### config.mk
export PLATFORM = sky130hd
export DESIGN_NAME = utf8_sanitize_filter
export DESIGN_NICKNAME = d
export VERILOG_FILES = /design/src/design/u8sf_pkg.sv /design/src/design/utf8_sanitize_filter.sv /design/src/design/u8sf_step.sv
export SDC_FILE = /design/constraint.sdc
export NUM_CORES = 1
export LEC_CHECK = 0
export CAP_MARGIN = 15
export CORE_AREA = 2 2 79 81
export CTS_BUF_LIST = sky130_fd_sc_hd__clkbuf_16
export DETAILED_ROUTE_END_ITERATION = 12
export DIE_AREA = 0 0 81 83
export DONT_BUFFER_PORTS = 1
export PLACE_DENSITY_LB_ADDON = 0.1
export SYNTH_ARGS = -nofsm -noshare
export SYNTH_HDL_FRONTEND = slang
export SYNTH_SLANG_ARGS = --single-unit
### constraint.sdc
create_clock -name clk_i -period 2.45 [get_ports clk_i]
set_input_delay 0.49 -clock clk_i [delete_from_list [all_inputs] [get_ports clk_i]]
set_output_delay 0.49 -clock clk_i [all_outputs]
set_load 0.03 [all_outputs]
### src/design/u8sf_pkg.sv
// ----------------------------------------------------------------------------
// UTF-8 sanitize filter package
// Transaction types, byte constants and the lead-byte decode shared by the
// filter's modules.
// ----------------------------------------------------------------------------
`default_nettype none

package u8sf_pkg;

  // Byte classes and the bounds of the restricted second bytes.
  localparam logic [7:0] ContMask    = 8'hC0;
  localparam logic [7:0] ContTag     = 8'h80;
  localparam logic [7:0] Lead2Lo     = 8'hC2;
  localparam logic [7:0] Lead2Hi     = 8'hDF;
  localparam logic [7:0] Lead3Lo     = 8'hE0;
  localparam logic [7:0] Lead3Hi     = 8'hEF;
  localparam logic [7:0] Lead4Lo     = 8'hF0;
  localparam logic [7:0] Lead4Hi     = 8'hF4;
  localparam logic [7:0] LeadE0      = 8'hE0;
  localparam logic [7:0] LeadED      = 8'hED;
  localparam logic [7:0] LeadF0      = 8'hF0;
  localparam logic [7:0] LeadF4      = 8'hF4;
  localparam logic [7:0] ContLo      = 8'h80;
  localparam logic [7:0] ContHi      = 8'hBF;
  localparam logic [7:0] SecE0Lo     = 8'hA0;
  localparam logic [7:0] SecEDHi     = 8'h9F;
  localparam logic [7:0] SecF0Lo     = 8'h90;
  localparam logic [7:0] SecF4Hi     = 8'h8F;

  // Number of bytes held while a sequence is unfinished (at most three).
  localparam int unsigned PendDepth  = 3;
  // Results that one input byte can cause.
  localparam int unsigned MaxResults = 4;

  typedef struct packed {
    logic [7:0] in_byte;
    logic       end_of_string;
  } in_t;

  typedef struct packed {
    logic [7:0] out_byte;
    logic       byte_present;
    logic       last_of_run;
    logic       string_done;
  } out_t;

  // Unfinished sequence held between bytes.
  typedef struct packed {
    logic [PendDepth-1:0][7:0] pend;
    logic [1:0]                cnt;
    logic [2:0]                len;
  } hold_t;

  // Group of results caused by one input byte.
  typedef struct packed {
    logic [MaxResults-1:0][7:0] bytes;
    logic [1:0]                 last_idx;
    logic                       marker;
    logic                       eos;
    logic                       valid;
  } group_t;

  function automatic logic is_cont(input logic [7:0] b);
    return (b & ContMask) == ContTag;
  endfunction

  // Total sequence length for a lead byte, zero when the byte cannot lead.
  function automatic logic [2:0] lead_len(input logic [7:0] b);
    logic [2:0] len;
    len = 3'd0;
    if (b >= Lead2Lo && b <= Lead2Hi) len = 3'd2;
    else if (b >= Lead3Lo && b <= Lead3Hi) len = 3'd3;
    else if (b >= Lead4Lo && b <= Lead4Hi) len = 3'd4;
    return len;
  endfunction

  function automatic logic second_ok(input logic [7:0] lead, input logic [7:0] b);
    logic ok;
    if (lead == LeadE0) ok = (b >= SecE0Lo) && (b <= ContHi);
    else if (lead == LeadED) ok = (b >= ContLo) && (b <= SecEDHi);
    else if (lead == LeadF0) ok = (b >= SecF0Lo) && (b <= ContHi);
    else if (lead == LeadF4) ok = (b >= ContLo) && (b <= SecF4Hi);
    else ok = is_cont(b);
    return ok;
  endfunction

endpackage

`default_nettype wire

### src/design/utf8_sanitize_filter.sv
// ----------------------------------------------------------------------------
// UTF-8 sanitize filter
// Passes on only well-formed UTF-8 sequences of a byte stream, one string at
// a time, and closes every string with a done flag.
// ----------------------------------------------------------------------------
// Usage. The input channel (in_valid_i, in_stall_o, in_data_i) takes one byte
// of a string per transaction, end_of_string set on its final byte. The output
// channel (out_valid_o, out_stall_i, out_data_o) gives one result per
// transaction. A byte releases zero to four results: nothing while a sequence
// is still being gathered, the whole sequence when its last byte arrives, or
// a lone end marker when the final byte releases no data.
// Latency: the first result of a byte is offered in the cycle after the byte
// is accepted. Throughput is set by the output register: it sends one result
// per cycle unless stalled, so a byte that releases n results holds the input
// until its last result leaves; one releasing at most one is taken each cycle.
// A byte that releases nothing is still only taken when the register can load.
// Reset clears the held sequence and empties the output register. When the
// receiver stalls, the offered result holds, and the input stays stalled for
// as long as any result of the current group is still on offer.
// ----------------------------------------------------------------------------
`default_nettype none

module utf8_sanitize_filter (
  input  logic           clk_i,
  input  logic           rst_ni,
  input  logic           in_valid_i,
  output logic           in_stall_o,
  input  u8sf_pkg::in_t  in_data_i,
  output logic           out_valid_o,
  input  logic           out_stall_i,
  output u8sf_pkg::out_t out_data_o
);

  // Held sequence. The byte store has no reset: only held entries are read.
  logic [u8sf_pkg::PendDepth-1:0][7:0] pend_q;
  logic [1:0]                          cnt_q;
  logic [2:0]                          len_q;

  // Result group register and the index of the result on offer.
  logic [u8sf_pkg::MaxResults-1:0][7:0] grp_bytes_q;
  logic [1:0]                           grp_last_q;
  logic                                 grp_marker_q;
  logic                                 grp_eos_q;
  logic                                 grp_vld_q;
  logic [1:0]                           idx_q;

  u8sf_pkg::hold_t  hold_cur;
  u8sf_pkg::hold_t  hold_nxt;
  u8sf_pkg::group_t group_nxt;

  logic in_take;
  logic out_take;
  logic grp_last;
  logic grp_free;

  assign hold_cur.pend = pend_q;
  assign hold_cur.cnt  = cnt_q;
  assign hold_cur.len  = len_q;

  u8sf_step u_step (
    .item_i  (in_data_i),
    .hold_i  (hold_cur),
    .hold_o  (hold_nxt),
    .group_o (group_nxt)
  );

  // The group register can load when it is empty or its last result leaves
  // in this cycle.
  assign grp_last = (idx_q == grp_last_q);
  assign out_take = grp_vld_q && !out_stall_i;
  assign grp_free = !grp_vld_q || (out_take && grp_last);
  assign in_stall_o = !grp_free;
  assign in_take  = in_valid_i && grp_free;

  always_ff @(posedge clk_i or negedge rst_ni) begin
    if (!rst_ni) begin
      cnt_q <= 2'd0;
      len_q <= 3'd0;
    end else if (in_take) begin
      cnt_q <= hold_nxt.cnt;
      len_q <= hold_nxt.len;
    end
  end

  always_ff @(posedge clk_i) begin
    if (in_take) begin
      pend_q <= hold_nxt.pend;
    end
  end

  always_ff @(posedge clk_i or negedge rst_ni) begin
    if (!rst_ni) begin
      grp_vld_q <= 1'b0;
      idx_q     <= 2'd0;
    end else if (in_take) begin
      grp_vld_q <= group_nxt.valid;
      idx_q     <= 2'd0;
    end else if (out_take) begin
      if (grp_last) begin
        grp_vld_q <= 1'b0;
      end
      idx_q <= idx_q + 2'd1;
    end
  end

  always_ff @(posedge clk_i) begin
    if (in_take) begin
      grp_bytes_q  <= group_nxt.bytes;
      grp_last_q   <= group_nxt.last_idx;
      grp_marker_q <= group_nxt.marker;
      grp_eos_q    <= group_nxt.eos;
    end
  end

  assign out_valid_o             = grp_vld_q;
  assign out_data_o.out_byte     = grp_bytes_q[idx_q];
  assign out_data_o.byte_present = !grp_marker_q;
  assign out_data_o.last_of_run  = grp_last;
  assign out_data_o.string_done  = grp_last && grp_eos_q;

endmodule

`default_nettype wire

### src/design/u8sf_step.sv
// ----------------------------------------------------------------------------
// UTF-8 sanitize filter step
// Decides one input byte against the held sequence: the next hold state and
// the group of results that the byte releases.
// ----------------------------------------------------------------------------
`default_nettype none

module u8sf_step (
  input  u8sf_pkg::in_t    item_i,
  input  u8sf_pkg::hold_t  hold_i,
  output u8sf_pkg::hold_t  hold_o,
  output u8sf_pkg::group_t group_o
);

  logic [7:0] b;
  logic       held;
  logic       fits;
  logic [2:0] len;

  assign b    = item_i.in_byte;
  assign held = (hold_i.cnt != 2'd0);
  assign len  = u8sf_pkg::lead_len(b);

  always_comb begin
    if (hold_i.cnt == 2'd1) begin
      fits = u8sf_pkg::second_ok(hold_i.pend[0], b);
    end else begin
      fits = u8sf_pkg::is_cont(b);
    end
  end

  always_comb begin
    hold_o           = hold_i;
    group_o          = '0;
    group_o.bytes    = {b, hold_i.pend};

    if (held && fits) begin
      if (({1'b0, hold_i.cnt} + 3'd1) == hold_i.len) begin
        // Sequence complete: release the held bytes followed by this one.
        group_o.bytes[hold_i.cnt] = b;
        group_o.last_idx          = hold_i.cnt;
        group_o.valid             = 1'b1;
        hold_o.cnt                = 2'd0;
        hold_o.len                = 3'd0;
      end else begin
        hold_o.pend[hold_i.cnt]   = b;
        hold_o.cnt                = hold_i.cnt + 2'd1;
      end
    end else begin
      // Nothing held, or the sequence broke: the byte starts afresh.
      hold_o.cnt = 2'd0;
      hold_o.len = 3'd0;
      if (!b[7]) begin
        group_o.bytes[0] = b;
        group_o.last_idx = 2'd0;
        group_o.valid    = 1'b1;
      end else if (len != 3'd0) begin
        hold_o.pend[0] = b;
        hold_o.cnt     = 2'd1;
        hold_o.len     = len;
      end
    end

    if (item_i.end_of_string) begin
      hold_o.cnt  = 2'd0;
      hold_o.len  = 3'd0;
      group_o.eos = 1'b1;
      if (!group_o.valid) begin
        group_o.bytes[0] = 8'h00;
        group_o.last_idx = 2'd0;
        group_o.marker   = 1'b1;
        group_o.valid    = 1'b1;
      end
    end
  end

endmodule

`default_nettype wire
==> flow_summary.yaml <==
critical_path:
  path_cells: "inv_1 > ha_1 > xnor2_1 > nand3_1 > inv_1 > and2_1 > buf_4 > mux2_1"
  startpoint: "cnt_q[0]"
  crit_path_top_delay_cell: "dfrtp_2"
  r2r-end: "grp_bytes_q[12]"
  crit_path_end_kind: "register"
  path_max_fanout: 6
  startpoint_type: "register"
  worstReg2RegStart: "cnt_q[0]"
  required_ps: 2520
  worst_path_largest_cell_delay_ps: 420
  rrSetupSlack_ps: 130
  worstSetupPathType: "reg -> reg"
  endpoint: "grp_bytes_q[12]"
  cp.arrival_ps: 2390
  crit_top_cell: "inv_1"
  reg2reg_depth: 8
detailed_routing:
  wl_um: 6290
  ant_nets: 0
  drtPass1Iterations: 4
  drc: 0
  vias: 1860
  wl_per_cell_um: 20.1
  drt_iter0_markers: 129
  viasPerCell: 5.94
timing:
  fin_crit_sh: 0.947
  finalSetupTns_ps: 0
  hold_ws_ps: 254
  rsz0062_at_grt: "false"
  finalHoldViolations: 0
  setup_viol: 0
  worstMarginPinSlew_ps: 694
  maxSlewViolCount: 0
  post-route-min-period_ps: 2320
  fin_ws_ps: 131
  fmax_mhz: 431
  finClkSkew_ps: 9.45
  slew_headroom: 0.535
logic_synthesis:
  synth_seq_cells: 68
  synthArstFlopShare: 0.118
  synthFlopType: "edfxtp_1"
  syn_nets: 236
  synth_cell_types: 39
  yosysSeqAreaShare: 0.616
  syn_area_per_cell_um2: 14.8
  syn-cell-area_mm2: 0.00325
  synth-edff-count: 60
  synth.top_cell.area_share: 0.555
  synth_top_area_cell: "edfxtp_1"
  synthesis.instances: 219
  synth.top_cells.by_area: "edfxtp_1 55%, dfrtp_1 6.2%, mux2_2 5.5%, mux4_2 5.5%, mux2_4 3.7%"
  synth_warnings: 0
floorplanning:
  design.portCount: 26
  dieHeight_um: 83
  rows: 28
  start_util: 0.559
  core_area_mm2: 0.00582
  die-width_um: 81
  dieArea_mm2: 0.00672
layout:
  nFillCells: 456
  regArea_mm2: 0.00200
  antenna_cells: 0
  drive_above_1_share: 0.273
  final_core_util: 0.642
  stdcell_area_mm2: 0.00373
  nets: 250
  multiInputGateArea_mm2: 0.00110
  area_growth_pct: 14.9
  layoutNonFillerInstCount: 313
placed_design:
  dpl.hpwl_um: 4250
  finalWeightedCongestion: 0.893
  postPlaceCellArea_mm2: 0.00342
  place_ws_ps: 65.2
  port-buffer-count: 0
  dp.cells: 296
power_and_ir_drop:
  p_per_area_mw_per_mm2: 1060
  finalPower_mw: 3.96
  power_leakage_nw: 1.39
  peakVddDrop_uv: 534
clocking:
  clk_pin_slew_ps: 60
  cts_tree: "built"
  postCtsSetupBuffers: 0
  root_buffer: "clkbuf_16"
  cts_buffers: 9
  cts_buffer_depth: 2
  clk_latency_ps: 330
  htree_levels: 3
  cts_num_sinks: 68
flow_run:
  cap_violations: 0
grt:
  grt_max_degree: 41
  grt.overflow.total: 0
  grt_first_pass_wirelength_um: 10300
  grt_use_total: 0.211
  grt_antenna_before_repair: 0
  grt_pass1_vias: 1911
outcome:
  status: "completed"
worst_hold_path:
  hp-class: "in -> reg"
[metal layers]
layer	track usage	share of wire	up-vias	wire, um
li1	-	-	860	-
met3	0.0533	0.068	12	426
met1	0.282	0.40	929	2530
met4	0.105	0.019	0	119
met5	0	0	-	0
met2	0.322	0.51	59	3220
[critical path, delay by kind of cell, from the launching register on]
| family | cells | cell delay [ps] |
|---|---|---|
| fa+ha+maj | 1 | 320 |
| buf+inv | 3 | 440 |
| xor+xnor | 1 | 140 |
| simple gates | 2 | 400 |
| mux | 1 | 340 |
| flops | 1 | 420 |
[Yosys cell counts, types with 3 or more instances]
master and instances:
xor2_1 4, a21oi_1 4, mux2_1 8, nor2_1 9, nor2b_1 3, edfxtp_1 60
inv_1 22, xnor2_1 3, ha_1 4, a22o_1 6, o22ai_1 8, mux4_2 8
nand2_1 10, mux2_2 16, dfrtp_1 8, clkbuf_1 6, mux2_4 8, and3_1 3
a21o_1 3
[where the power goes]
group	switching, mW	leakage, nW	total, mW	internal, mW
clock network	0.485	0.142	1.28	0.792
registers	0.0913	0.656	1.59	1.50
logic	0.695	0.593	1.09	0.397
[cell type report]
class / instances / area share
Multi-Input combinational cell: 118 / 0.295
Clock inverter: 7 / 0.0204
Timing Repair Buffer: 14 / 0.0389
Sequential cell: 68 / 0.537
Clock buffer: 9 / 0.0603
Inverter: 22 / 0.0231
Tap cell: 75 / 0.0251
[flip-flops by register name (all words and copies together) (netlist names)]
| signal | count |
|---|---|
| cnt_q | 2 |
| grp_bytes_q | 32 |
| grp_eos_q | 1 |
| grp_last_q | 2 |
| grp_marker_q | 1 |
| hold_cur | 24 |
| idx_q | 2 |
| len_q | 3 |
| out_valid_o | 1 |
[cells in the final DEF (no fill, tap or decap), drive strengths merged, types with 8 or more instances in the layout]
cell type / n
buf: 13
clkbuf: 9
dfrtp: 8
edfxtp: 60
inv: 22
mux2: 32
mux4: 8
nand2: 10
nor2: 9
o22ai: 8
[worst min-delay path by stage]
stage	from	to	cells after the start
after global placement	rst_ni	len_q[2]	0
after CTS	in_data_i[1]	grp_bytes_q[24]	0
after global routing	in_data_i[1]	grp_bytes_q[24]	0
after floorplan	rst_ni	cnt_q[0]	0
after detailed placement	rst_ni	len_q[2]	0
final	in_data_i[8]	grp_bytes_q[31]	0
[timing repair]
action	in CTS	in global routing
gates resized for setup	0	1
hold buffers	1	0
setup endpoints to repair	0	10
hold endpoints to repair	8	0
[logic make-up (layout without fill, tap and decap cells)]
| family | count (synthesis) | in the layout | synth area share |
|---|---|---|---|
| compound gates | 33 | 33 | 0.0759 |
| fa+ha+maj | 4 | 4 | 0.0154 |
| buf+inv | 33 | 52 | 0.0451 |
| flops | 68 | 68 | 0.616 |
| xor+xnor | 7 | 7 | 0.0189 |
| simple gates | 34 | 34 | 0.0528 |
| mux | 40 | 40 | 0.176 |
(Power assumes the default switching activity.)
